--- config.mk ---
export PLATFORM = sky130hd
export DESIGN_NAME = boxcar_average_temperature_core
export DESIGN_NICKNAME = d
export VERILOG_FILES = /design/src/hw/rtl/bxavg_pkg.sv /design/src/hw/rtl/bxavg_ram.sv /design/src/hw/rtl/bxavg_div.sv /design/src/hw/rtl/bxavg_regs.sv /design/src/hw/rtl/boxcar_average_temperature_core.sv
export SDC_FILE = /design/constraint.sdc
export NUM_CORES = 1
export LEC_CHECK = 0
export BUFFER_PORTS_ARGS = -buffer_cell sky130_fd_sc_hd__buf_2
export CAP_MARGIN = 20
export CORE_AREA = 2 2 305 307
export DETAILED_ROUTE_END_ITERATION = 8
export DIE_AREA = 0 0 307 309
export PLACE_DENSITY = 0.44
export SLEW_MARGIN = 40
export SYNTH_ARGS = -nofsm -noshare
export SYNTH_HDL_FRONTEND = slang
export SYNTH_HIERARCHICAL = 1
export SYNTH_SLANG_ARGS = --single-unit
export TNS_END_PERCENT = 100
--- constraint.sdc ---
create_clock -name i_clk -period 8.03 [get_ports i_clk]
set_clock_uncertainty 0.15 [all_clocks]
set_input_delay 1.606 -clock i_clk [delete_from_list [all_inputs] [get_ports i_clk]]
set_output_delay 1.606 -clock i_clk [all_outputs]
set_load 0.05 [all_outputs]
--- src/hw/rtl/bxavg_pkg.sv ---
// ----------------------------------------------------------------------------
// bxavg_pkg
// Shared types and constants for the boxcar average temperature core.
// ----------------------------------------------------------------------------
package bxavg_pkg;

    // default build parameters
    localparam int WINDOW_LENGTH_DEF = 10;
    localparam int SAMPLE_BITS_DEF   = 12;

    // field widths
    localparam int TEMP_W   = 16;
    localparam int PERIOD_W = 16;
    localparam int INC_W    = 10;

    // configuration port
    localparam int PADDR_W = 3;
    localparam int PDATA_W = 32;

    localparam logic [PERIOD_W-1:0] PERIOD_RESET = 16'd100;
    localparam logic [INC_W-1:0]    INC_RESET    = 10'd10;

    // scaling: 3.3 V full scale, 10 mV/degC, result in 0.01 degC
    localparam logic [TEMP_W-1:0] CELSIUS_SCALE = 16'd33000;
    localparam logic [TEMP_W-1:0] F_OFFSET      = 16'd3200;

    // C*9/5 as one multiply by ceil(9*2^F_SHIFT/5) and a right shift;
    // exact for every 16-bit C since 2^F_SHIFT > 5*2^16
    localparam int F_MUL     = 9;
    localparam int F_DIV     = 5;
    localparam int F_SHIFT   = 19;
    localparam int F_RECIP_W = 20;
    localparam logic [F_RECIP_W-1:0] F_RECIP =
        F_RECIP_W'((F_MUL * (1 << F_SHIFT) + F_DIV - 1) / F_DIV);

    typedef enum logic [0:0] {
        REG_PERIOD = 1'b0,
        REG_INC    = 1'b1
    } t_reg_idx;

    typedef struct packed {
        logic [PERIOD_W-1:0] period;
        logic [INC_W-1:0]    inc;
    } t_cfg;

    typedef enum logic [2:0] {
        ST_IDLE,
        ST_READ,
        ST_MULC,
        ST_DIVC,
        ST_MULF,
        ST_ADDF,
        ST_DONE
    } t_state;

endpackage

--- src/hw/rtl/bxavg_ram.sv ---
// ----------------------------------------------------------------------------
// bxavg_ram
// Generic single-write, single-read RAM with registered read data.
// ----------------------------------------------------------------------------
module bxavg_ram #(
    parameter int WIDTH = 12,
    parameter int DEPTH = 10,
    parameter int AW    = (DEPTH > 1) ? $clog2(DEPTH) : 1
) (
    input  logic             i_clk,
    input  logic             i_we,
    input  logic [AW-1:0]    i_waddr,
    input  logic [WIDTH-1:0] i_wdata,
    input  logic             i_re,
    input  logic [AW-1:0]    i_raddr,
    output logic [WIDTH-1:0] o_rdata
);

    logic [WIDTH-1:0] r_mem [DEPTH];
    logic [WIDTH-1:0] r_rdata;

    always_ff @(posedge i_clk) begin
        if (i_we) begin
            r_mem[i_waddr] <= i_wdata;
        end
        if (i_re) begin
            r_rdata <= r_mem[i_raddr];
        end
    end

    assign o_rdata = r_rdata;

endmodule

--- src/hw/rtl/bxavg_div.sv ---
// ----------------------------------------------------------------------------
// bxavg_div
// Shared multiplier. Divisions by constants run through it as a multiply by
// a precomputed reciprocal; the caller takes the quotient from the upper bits.
// ----------------------------------------------------------------------------
module bxavg_div #(
    parameter int AW = 19,
    parameter int BW = 20
) (
    input  logic [AW-1:0]    i_a,
    input  logic [BW-1:0]    i_b,
    output logic [AW+BW-1:0] o_prod
);

    assign o_prod = (AW+BW)'(i_a) * (AW+BW)'(i_b);

endmodule

--- src/hw/rtl/bxavg_regs.sv ---
// ----------------------------------------------------------------------------
// bxavg_regs
// APB-style configuration registers: sample period and tick increment.
// ----------------------------------------------------------------------------
module bxavg_regs (
    input  logic                           i_clk,
    input  logic                           i_rst_n,
    input  logic                           psel,
    input  logic                           penable,
    input  logic                           pwrite,
    input  logic [bxavg_pkg::PADDR_W-1:0]  paddr,
    input  logic [bxavg_pkg::PDATA_W-1:0]  pwdata,
    output logic [bxavg_pkg::PDATA_W-1:0]  prdata,
    output logic                           pready,
    output bxavg_pkg::t_cfg                o_cfg
);

    bxavg_pkg::t_cfg   r_cfg, n_cfg;
    bxavg_pkg::t_reg_idx idx;

    // word address; byte offset bits ignored
    assign idx = bxavg_pkg::t_reg_idx'(paddr[2]);

    always_comb begin
        n_cfg = r_cfg;
        if (psel && penable && pwrite) begin
            unique case (idx)
                bxavg_pkg::REG_PERIOD: n_cfg.period = pwdata[bxavg_pkg::PERIOD_W-1:0];
                bxavg_pkg::REG_INC:    n_cfg.inc    = pwdata[bxavg_pkg::INC_W-1:0];
                default:               n_cfg        = r_cfg;
            endcase
        end
    end

    always_comb begin
        unique case (idx)
            bxavg_pkg::REG_PERIOD: prdata = bxavg_pkg::PDATA_W'(r_cfg.period);
            bxavg_pkg::REG_INC:    prdata = bxavg_pkg::PDATA_W'(r_cfg.inc);
            default:               prdata = '0;
        endcase
    end

    always_ff @(posedge i_clk) begin
        if (!i_rst_n) begin
            r_cfg.period <= bxavg_pkg::PERIOD_RESET;
            r_cfg.inc    <= bxavg_pkg::INC_RESET;
        end else begin
            r_cfg <= n_cfg;
        end
    end

    assign pready = 1'b1;
    assign o_cfg  = r_cfg;

endmodule

--- src/hw/rtl/boxcar_average_temperature_core.sv ---
// ----------------------------------------------------------------------------
// boxcar_average_temperature_core
// Moving-average temperature filter on converter samples, with Celsius and
// Fahrenheit outputs in hundredths of a degree.
// ----------------------------------------------------------------------------
// Usage:
//   Input channel (i_in_valid / o_in_stall): one transaction per system tick,
//   carrying the current converter sample. Output channel (o_out_valid /
//   i_out_stall): exactly one transaction per input tick with both
//   temperatures and an update flag.
//   Ticks that take no sample, or take one while the window is still filling,
//   go from IDLE straight to DONE, whose hand-over registers the result; the
//   next tick is taken once the core is back in IDLE.
//   Ticks that produce a new temperature step through READ (window RAM read),
//   three passes through one shared multiplier (MULC sum*33000, DIVC the
//   reciprocal of the window length, MULF the 9/5 reciprocal), ADDF (the
//   Fahrenheit offset add) and DONE, whose hand-over registers the result.
//   o_in_stall is high while a tick is in work.
//   The output register decouples the sides: a stalled result holds, the
//   next tick is still accepted, and the core waits at the end of that tick
//   until the register is free. Reset (synchronous, active low) clears the
//   time accumulator, fill count, window pointer and running sum; temperature
//   reads 0 (3200 in Fahrenheit) until the window has filled. Config registers
//   return to 100 ms / 10 ms. Config must be written by the user through the
//   APB port only while the core is idle; the core does not enforce this.
// ----------------------------------------------------------------------------
module boxcar_average_temperature_core #(
    parameter int WINDOW_LENGTH = bxavg_pkg::WINDOW_LENGTH_DEF,
    parameter int SAMPLE_BITS   = bxavg_pkg::SAMPLE_BITS_DEF
) (
    input  logic                           i_clk,
    input  logic                           i_rst_n,
    // input channel
    input  logic                           i_in_valid,
    output logic                           o_in_stall,
    input  logic [SAMPLE_BITS-1:0]         i_adc_sample,
    // output channel
    output logic                           o_out_valid,
    input  logic                           i_out_stall,
    output logic [bxavg_pkg::TEMP_W-1:0]   o_celsius_centi,
    output logic [bxavg_pkg::TEMP_W-1:0]   o_fahrenheit_centi,
    output logic                           o_updated,
    // configuration port
    input  logic                           psel,
    input  logic                           penable,
    input  logic                           pwrite,
    input  logic [bxavg_pkg::PADDR_W-1:0]  paddr,
    input  logic [bxavg_pkg::PDATA_W-1:0]  pwdata,
    output logic [bxavg_pkg::PDATA_W-1:0]  prdata,
    output logic                           pready
);

    localparam int TW   = bxavg_pkg::TEMP_W;
    localparam int PW_  = bxavg_pkg::PERIOD_W;
    // window address, fill count, running sum
    localparam int AW   = (WINDOW_LENGTH > 1) ? $clog2(WINDOW_LENGTH) : 1;
    localparam int FW   = $clog2(WINDOW_LENGTH + 1);
    localparam int LW   = (WINDOW_LENGTH > 1) ? $clog2(WINDOW_LENGTH) : 0;
    localparam int SUMW = SAMPLE_BITS + LW;
    // (sum*33000) >> SAMPLE_BITS stays below WINDOW_LENGTH*33000
    localparam int YW   = $clog2(WINDOW_LENGTH * int'(bxavg_pkg::CELSIUS_SCALE));
    // y / N as (y * ceil(2^RN_SH / N)) >> RN_SH, exact for every YW-bit y
    localparam int RN_SH = YW + LW;
    localparam int RNW   = YW + 1;
    localparam longint unsigned RN_VAL =
        ((64'd1 << RN_SH) + 64'(WINDOW_LENGTH) - 64'd1) / 64'(WINDOW_LENGTH);
    localparam logic [RNW-1:0] RN_MUL = RNW'(RN_VAL);
    // shared multiplier operands / product
    localparam int MAW0 = (SUMW > YW) ? SUMW : YW;
    localparam int MAW  = (MAW0 > TW) ? MAW0 : TW;
    localparam int MBW0 = (RNW > TW) ? RNW : TW;
    localparam int MBW  = (MBW0 > bxavg_pkg::F_RECIP_W) ? MBW0 : bxavg_pkg::F_RECIP_W;
    localparam int PRW  = MAW + MBW;

    bxavg_pkg::t_cfg   cfg;
    bxavg_pkg::t_state r_state, n_state;

    logic [PW_-1:0]         r_elapsed, n_elapsed;
    logic [FW-1:0]          r_fill, n_fill;
    logic [AW-1:0]          r_ptr, n_ptr;
    logic [SUMW-1:0]        r_sum, n_sum;
    logic [TW-1:0]          r_celsius, n_celsius;   // temperature register
    logic [TW-1:0]          r_fahr, n_fahr;
    logic [SAMPLE_BITS-1:0] r_sample, n_sample;
    logic                   r_upd, n_upd;
    logic [PRW-1:0]         r_prod, n_prod;

    logic                   r_ovalid, n_ovalid;
    logic [TW-1:0]          r_ocel, n_ocel;
    logic [TW-1:0]          r_ofahr, n_ofahr;
    logic                   r_oupd, n_oupd;

    logic                   accept;
    logic [PW_:0]           total;
    logic                   take;
    logic                   full;
    logic [MAW-1:0]         mul_a;
    logic [MBW-1:0]         mul_b;
    logic [PRW-1:0]         mul_p;
    logic [TW-1:0]          cel_q;

    logic                   ram_we, ram_re;
    logic [AW-1:0]          ram_waddr;
    logic [SAMPLE_BITS-1:0] ram_wdata, ram_rdata;

    bxavg_regs u_regs (
        .i_clk   (i_clk),
        .i_rst_n (i_rst_n),
        .psel    (psel),
        .penable (penable),
        .pwrite  (pwrite),
        .paddr   (paddr),
        .pwdata  (pwdata),
        .prdata  (prdata),
        .pready  (pready),
        .o_cfg   (cfg)
    );

    bxavg_ram #(
        .WIDTH (SAMPLE_BITS),
        .DEPTH (WINDOW_LENGTH),
        .AW    (AW)
    ) u_window (
        .i_clk   (i_clk),
        .i_we    (ram_we),
        .i_waddr (ram_waddr),
        .i_wdata (ram_wdata),
        .i_re    (ram_re),
        .i_raddr (r_ptr),
        .o_rdata (ram_rdata)
    );

    bxavg_div #(
        .AW (MAW),
        .BW (MBW)
    ) u_mul (
        .i_a    (mul_a),
        .i_b    (mul_b),
        .o_prod (mul_p)
    );

    assign o_in_stall = (r_state != bxavg_pkg::ST_IDLE);
    assign accept     = i_in_valid && !o_in_stall;

    // time accumulator: sample when elapsed + increment reaches the period
    assign total = {1'b0, r_elapsed} + (PW_ + 1)'(cfg.inc);
    assign take  = (total >= {1'b0, cfg.period});
    assign full  = (r_fill == FW'(WINDOW_LENGTH));

    // window RAM: fill writes at accept, replacement writes in READ
    assign ram_re    = accept && take && full;
    assign ram_we    = (accept && take && !full) || (r_state == bxavg_pkg::ST_READ);
    assign ram_waddr = (r_state == bxavg_pkg::ST_READ) ? r_ptr : r_fill[AW-1:0];
    assign ram_wdata = (r_state == bxavg_pkg::ST_READ) ? r_sample : i_adc_sample;

    // Celsius quotient, valid in MULF
    assign cel_q = TW'(r_prod >> RN_SH);

    // shared multiplier: sum*33000, then /N by reciprocal, then C*9/5
    assign mul_a = (r_state == bxavg_pkg::ST_DIVC) ? MAW'(r_prod >> SAMPLE_BITS) :
                   (r_state == bxavg_pkg::ST_MULF) ? MAW'(cel_q) : MAW'(r_sum);
    assign mul_b = (r_state == bxavg_pkg::ST_DIVC) ? MBW'(RN_MUL) :
                   (r_state == bxavg_pkg::ST_MULF) ? MBW'(bxavg_pkg::F_RECIP) :
                                                     MBW'(bxavg_pkg::CELSIUS_SCALE);

    always_comb begin
        n_state   = r_state;
        n_elapsed = r_elapsed;
        n_fill    = r_fill;
        n_ptr     = r_ptr;
        n_sum     = r_sum;
        n_celsius = r_celsius;
        n_fahr    = r_fahr;
        n_sample  = r_sample;
        n_upd     = r_upd;
        n_prod    = r_prod;
        n_ovalid  = r_ovalid && i_out_stall;
        n_ocel    = r_ocel;
        n_ofahr   = r_ofahr;
        n_oupd    = r_oupd;

        unique case (r_state)
            bxavg_pkg::ST_IDLE: begin
                if (accept) begin
                    n_sample = i_adc_sample;
                    n_upd    = 1'b0;
                    n_state  = bxavg_pkg::ST_DONE;
                    if (take) begin
                        n_elapsed = '0;
                        if (full) begin
                            n_state = bxavg_pkg::ST_READ;
                        end else begin
                            n_sum  = r_sum + SUMW'(i_adc_sample);
                            n_fill = r_fill + 1'b1;
                        end
                    end else begin
                        n_elapsed = total[PW_-1:0];
                    end
                end
            end
            bxavg_pkg::ST_READ: begin
                // oldest entry out, new sample in
                n_sum   = r_sum - SUMW'(ram_rdata) + SUMW'(r_sample);
                n_ptr   = (r_ptr == AW'(WINDOW_LENGTH - 1)) ? '0 : r_ptr + 1'b1;
                n_state = bxavg_pkg::ST_MULC;
            end
            bxavg_pkg::ST_MULC: begin
                n_prod  = mul_p;
                n_state = bxavg_pkg::ST_DIVC;
            end
            bxavg_pkg::ST_DIVC: begin
                n_prod  = mul_p;
                n_state = bxavg_pkg::ST_MULF;
            end
            bxavg_pkg::ST_MULF: begin
                n_celsius = cel_q;
                n_prod    = mul_p;
                n_state   = bxavg_pkg::ST_ADDF;
            end
            bxavg_pkg::ST_ADDF: begin
                n_fahr  = TW'(r_prod >> bxavg_pkg::F_SHIFT) + bxavg_pkg::F_OFFSET;
                n_upd   = 1'b1;
                n_state = bxavg_pkg::ST_DONE;
            end
            bxavg_pkg::ST_DONE: begin
                // hand the result over once the output register is free
                if (!r_ovalid || !i_out_stall) begin
                    n_ovalid = 1'b1;
                    n_ocel   = r_celsius;
                    n_ofahr  = r_fahr;
                    n_oupd   = r_upd;
                    n_state  = bxavg_pkg::ST_IDLE;
                end
            end
            default: begin
                n_state = bxavg_pkg::ST_IDLE;
            end
        endcase
    end

    always_ff @(posedge i_clk) begin
        if (!i_rst_n) begin
            r_state   <= bxavg_pkg::ST_IDLE;
            r_elapsed <= '0;
            r_fill    <= '0;
            r_ptr     <= '0;
            r_sum     <= '0;
            r_celsius <= '0;
            r_fahr    <= bxavg_pkg::F_OFFSET;
            r_ovalid  <= 1'b0;
        end else begin
            r_state   <= n_state;
            r_elapsed <= n_elapsed;
            r_fill    <= n_fill;
            r_ptr     <= n_ptr;
            r_sum     <= n_sum;
            r_celsius <= n_celsius;
            r_fahr    <= n_fahr;
            r_ovalid  <= n_ovalid;
        end
        r_sample <= n_sample;
        r_upd    <= n_upd;
        r_prod   <= n_prod;
        r_ocel   <= n_ocel;
        r_ofahr  <= n_ofahr;
        r_oupd   <= n_oupd;
    end

    assign o_out_valid        = r_ovalid;
    assign o_celsius_centi    = r_ocel;
    assign o_fahrenheit_centi = r_ofahr;
    assign o_updated          = r_oupd;

endmodule

After elaboration in Yosys (flattened, before gate mapping)
Memory sizes are Yosys's and may differ from the RTL's. A register that Yosys moved wholly into a read port is not among the register bits.
Cells that the tools add are included.
{"block": "classes", "add_sub_neg": 7, "n_mul": 1, "order_cmp": 1, "n_eq_ne": 12, "n_mux": 24, "bitwise_logic": 2, "reduce_logical": 26}
{"op": "two-way mux 16 bit", "n": 5}
{"op": "one-hot mux 32 bit (2 select lines)", "n": 1}
{"op": "two-way mux 20 bit", "n": 2}
{"op": "multiplier 19 x 20 -> 39 bit", "n": 1}
{"op": "adder 16 x 12 -> 16 bit", "n": 2}
{"op": "one-hot mux 16 bit (2 select lines)", "n": 1}
{"op": "one-hot mux 3 bit (7 select lines)", "n": 1}
{"op": "two-way mux 19 bit", "n": 1}
{"op": "adder 16 x 10 -> 17 bit", "n": 1}
{"op": "greater-or-equal comparator 17 x 16 -> 1 bit", "n": 1}
{"op": "adder 16 x 12 -> 16 bit, second input constant", "n": 1}
{"op": "subtractor 16 x 12 -> 16 bit", "n": 1}
{"op": "two-way mux 12 bit", "n": 1}
{"op": "two-way mux 3 bit", "n": 4}
{"op": "AND reduction 2 bit", "n": 6}
{"op": "equality test 3 bit, second input constant", "n": 3}
{"op": "adder 4 x 1 -> 4 bit, second input constant", "n": 2}
{"op": "equality test 4 bit, second input constant", "n": 2}
{"op": "two-way mux 4 bit", "n": 2}
{"op": "inequality test 2 bit, second input constant", "n": 4}
{"op": "AND reduction 4 bit", "n": 2}
{"op": "logical AND 1 bit", "n": 7}
{"op": "equality test 3 x 2 -> 1 bit, second input constant", "n": 2}
{"op": "two-way mux 1 bit", "n": 5}
{"op": "other kinds (9)", "n": 15}
{"block": "totals", "ff_bits": 187, "mem_bits_rw": 120, "output_inout_bits": 68, "elab_cells": 90, "memories": 1}
{"memory": "u_window.r_mem", "depth": 10, "width": 12, "rd": 1, "rd_clocked_by_memory_dff": 1, "wr": 1, "line_no": "bxavg_ram.sv:19", "rtl": "logic [WIDTH-1:0] r_mem [DEPTH];"}

Depth between registers and ports, before layout
{"block": "depth", "word_depth": 8, "ltp_mapped": 30, "depth_no_buf": 27}

Hierarchy
The synthesis kept the hierarchy.
{"module": "bxavg_div", "instances": 1, "cells_each": 1437, "area_per_inst_um2": 12507.0, "seq_area_each_um2": 0.0}
{"module": "boxcar_average_temperature_core", "instances": 1, "cells_each": 876, "area_per_inst_um2": 8227.9, "seq_area_each_um2": 3713.6}
{"module": "bxavg_ram", "instances": 1, "cells_each": 273, "area_per_inst_um2": 5172.5, "seq_area_each_um2": 3963.8}
{"module": "bxavg_regs", "instances": 1, "cells_each": 147, "area_per_inst_um2": 1365.1, "seq_area_each_um2": 520.5}

Worst setup path after synthesis
OpenSTA, ideal clock, no wires.
{"block": "synth_timing", "path_type": "reg-to-reg", "from": "reg r_state[1]", "to": "reg r_prod[35] (data pin)", "setup_time_ps": 263, "t_arrival_ps": 7508, "t_required_ps": 7617, "path_slack_ps": 109, "path_stages_with_launch": 29, "path_buffers": 3, "period_less_slack_ps": 7921, "cell_sequence": "dfxtp_1 clkbuf_1 nand2_1 or2_2 inv_1 nor2_1 inv_1 buf_1 o211ai_1 clkbuf_1 and2_1 fa_1 inv_1 fa_1 fa_1 fa_1 inv_1 fa_1 inv_1 fa_1 inv_1 ha_1 a21o_1 and3_4 a311oi_2 nand3_2 a41o_1 a41oi_2 xnor2_1"}
{"block": "synth_via", "word_cells_on_any_way": 7, "classes_between": "mul (1); eq/ne (2); mux (4)"}
{"item": "from (decl)", "line_no": "boxcar_average_temperature_core.sv:76", "rtl": "bxavg_pkg::t_state r_state, n_state;"}
{"item": "from (signal assigned)", "line_no": "boxcar_average_temperature_core.sv:243", "rtl": "r_state <= bxavg_pkg::ST_IDLE;"}
{"item": "from (signal assigned)", "line_no": "boxcar_average_temperature_core.sv:252", "rtl": "r_state <= n_state;"}
{"item": "equality test 3 x 2 -> 1 bit", "line_no": "boxcar_average_temperature_core.sv:162", "rtl": "assign mul_b = (r_state == bxavg_pkg::ST_DIVC) ? MBW'(RN_MUL) :"}
{"item": "two-way mux 20 bit", "line_no": "boxcar_average_temperature_core.sv:162"}
{"item": "net mul_b[5]", "line_no": "boxcar_average_temperature_core.sv:98", "rtl": "logic [MBW-1:0] mul_b;"}
{"item": "multiplier 19 x 20 -> 39 bit", "line_no": "bxavg_div.sv:15", "rtl": "assign o_prod = (AW+BW)'(i_a) * (AW+BW)'(i_b);"}
{"item": "net mul_p[35]", "line_no": "boxcar_average_temperature_core.sv:99", "rtl": "logic [PRW-1:0] mul_p;"}
{"item": "to (signal assigned)", "line_no": "boxcar_average_temperature_core.sv:263", "rtl": "r_prod <= n_prod;"}
{"item": "to (decl)", "line_no": "boxcar_average_temperature_core.sv:86", "rtl": "logic [PRW-1:0] r_prod, n_prod;"}
The timed path passes the listed nets, and every way through them passes these cells.
A chain may end at the register's enable or synchronous reset.

Worst setup path in the final report
{"block": "layout_timing", "from": "reg r_state[0]", "to": "reg r_prod[36] (data pin)"}
{"block": "layout_via", "elab_chain_len": 4, "word_cells_on_any_way": 7, "classes_between": "mul (1); eq/ne (2); mux (4)"}
{"item": "equality test 3 bit", "line_no": "boxcar_average_temperature_core.sv:161", "rtl": "(r_state == bxavg_pkg::ST_MULF) ? MAW'(cel_q) : MAW'(r_sum);"}
{"item": "two-way mux 16 bit", "line_no": "boxcar_average_temperature_core.sv:161"}
{"item": "two-way mux 19 bit (*)", "line_no": "boxcar_average_temperature_core.sv:160", "rtl": "assign mul_a = (r_state == bxavg_pkg::ST_DIVC) ? MAW'(r_prod >> SAMPLE_BITS) :"}
{"item": "net mul_a[4]", "line_no": "boxcar_average_temperature_core.sv:97", "rtl": "logic [MAW-1:0] mul_a;"}
{"item": "multiplier 19 x 20 -> 39 bit (*)", "line_no": "bxavg_div.sv:15"}
{"item": "net mul_p[36]", "line_no": "boxcar_average_temperature_core.sv:99"}
Mark *: on every way through the listed nets, which the timed path passes. The rest lies on a longest branch.

==> out/metrics.cfg <==
[timing]
fin_crit_sh=0.948
finalCriticalPeriod_ns=7.62
tightest_slew_ns=0.794
fmax_mhz=131
rsz0062_at_grt=yes
slew_viol_final=0
setup_ws_ns=0.414
slew_headroom=0.466
finalSetupViolCount=0
hold_violations=0

[detailed_routing]
vias_per_cell=4.64
wl_mm=71.3
wl_per_cell_um=17.7
drt_iter0_drc=901
drt-pass1-iter-count=5
post-route-drc-count=0
vias=18647
final_antenna_net_count=0

[pwr]
p_per_area_mw_per_mm2=278
ir_drop_v=0.000198
leakagePower_uw=0.0135

[global_route]
grt_util_all_layers=0.152
grt_pass1_wl_mm=112
grt_max_degree=93
grt_pass1_vias=19554
grt_overflow=0
antenna_found_initial=1

[setup_path]
arrival_ns=7.72
crit_required_ns=8.14
r2r-end=r_prod[36]
critPathCaptureType=flip-flop
worstSetupStartpointType=flip-flop
critPathMaxFanout=12
path_buf_inv=6
critPathTopFamily=adder cells
critPathMaxStageDelay_ns=0.56
cp_common_cell=fa_1
regToRegSetupSlack_ns=0.41
reg2reg_depth=25
worstReg2RegStart=r_state[0]
cp_slowest_cell=o211ai_1
critical_path_class=reg2reg

[hold_path]
hold_path_depth=0
whs_endpoint=o_updated
hp-start=r_upd
hold_path_class=reg2reg

[die]
die_h_um=309
start_util=0.297
core_area_sq_mm=0.0914
pin_count=122
rows=111
fp.dieW_um=307
die_area_sq_mm=0.0949

[layout]
fin_nets=3365
fin_area_sq_mm=0.0304
syn2layout_area_growth_pct=11.8
drive_gt1_frac=0.102
num_antenna_cells=0
stdcell_count=4021

[clocking]
cts_buffers=37
clk_latency_ns=0.55
root_buffer=clkbuf_16
cts_buffer_depth=3
post_cts_buffers=0
clock_sinks=307
cts_tree=built
path_clk_slew_ns=0.06
cts_max_level=2

[place]
port_buffers=86
place_area_sq_mm=0.0292
gp_congestion=0.831
post-dp-hpwl_mm=52.9
dp_cells=3955
pre_cts_slack_ns=0.344

[yosys]
netlist_area_sq_mm=0.0272
syn_avg_cell_area_sq_um=9.99
synth_warnings=6
syn_inst=2720

[job]
maxCapViolCount=0

[status]
status=complete, no violations

state kept, by name, summed over array words and instances, names as in the netlist:
signal,cells
r_prod,27
o_fahrenheit_centi,16
r_fill,4
o_updated,1
r_state,3
o_celsius_centi,16
u_regs/o_cfg,26
r_fahr,16
r_sum,16
r_ptr,4
r_sample,12
r_upd,1
r_elapsed,16
r_celsius,16
u_window/o_rdata,12
u_window/r_mem,120
o_out_valid,1
cell usage in the layout (no fill, tap or decap), types with 22 or more instances in the layout:
cell type and instances:
fa_1 319, a211oi_1 22, and2_1 212, inv_1 431
buf_4 42, nand2_1 375, dfxtp_1 101, ha_1 183
xor2_1 33, xnor2_1 39, edfxtp_1 205, nor2b_1 28
mux2_2 46, clkbuf_16 37, a21oi_1 98, nor2_1 62
o21ai_0 51, mux2i_1 52, a21o_1 27, conb_1 58
nor3_1 25, o211ai_1 25, buf_2 87
power breakdown:
part | switching (uW) | total, uW | internal [uW]
clock | 672 | 1680 | 1010
sequential | 95.2 | 2040 | 1950
combinational | 2930 | 4720 | 1790
worst register-to-register path, stage by stage (launching register included):
cell,delay [ns]
dfxtp_1,0.48
nor2_1,0.13
nand2_2,0.10
inv_2,0.05
nor2_1,0.17
clkinv_2,0.24
o211ai_1,0.57
buf_4,0.31
nand2_1,0.10
fa_1,0.54
fa_1,0.48
fa_1,0.56
inv_1,0.06
fa_1,0.52
fa_1,0.50
inv_1,0.05
fa_1,0.51
inv_1,0.06
ha_1,0.38
nand2_1,0.18
o31ai_1,0.30
a21oi_1,0.14
nor3_1,0.16
a21oi_1,0.18
o41ai_2,0.29
xor2_1,0.15
how the worst max path moves through the flow:
stage,from,to,slack (ns),depth (start not counted)
after detailed placement,r_state[0],r_prod[35],0.34,26
after global routing,r_state[0],r_prod[38],-0.008,24
after floorplan,r_state[1],r_prod[35],0.11,28
after CTS,r_state[0],r_prod[35],0.31,26
after global placement,r_state[0],r_prod[35],0.33,26
final,r_state[0],r_prod[36],0.41,25
cell type report:
type | count | area, sq um
fillers | 9342 | 61000
multi-input cells | 1888 | 16900
flip-flops and latches | 307 | 8200
inverters | 435 | 1630
well taps | 1186 | 1480
clock buffers | 43 | 948
repair buffers | 140 | 922
clock inverters | 22 | 265
what timing repair did:
| action | in CTS | in global routing |
|---|---|---|
| resized for setup | 0 | 2 |
| hold buffers | 0 | 0 |
| endpoints found under the setup margin | 0 | 3 |
| hold endpoints to repair | 0 | 0 |
stage by stage:
step           utilization  TNS [ns]  total power [uW]  hold slack (ns)
6_report             0.333         0              8450            0.276
5_1_grt              0.333  -0.00849              9210            0.277
4_1_cts              0.332         0              8550            0.277
3_5_place_dp         0.319         0              6820            0.260
3_3_place_gp         0.318         0              6780            0.255
2_1_floorplan            -         0              5470            0.250
layer usage:
metal | wire [um] | global-route usage | vias up
met5 | 0 | 0 | -
met4 | 1730 | 0.0406 | 0
met3 | 2450 | 0.0180 | 92
met2 | 34000 | 0.259 | 321
met1 | 33200 | 0.203 | 9308
li1 | - | - | 8926
(Power assumes the default switching activity.)
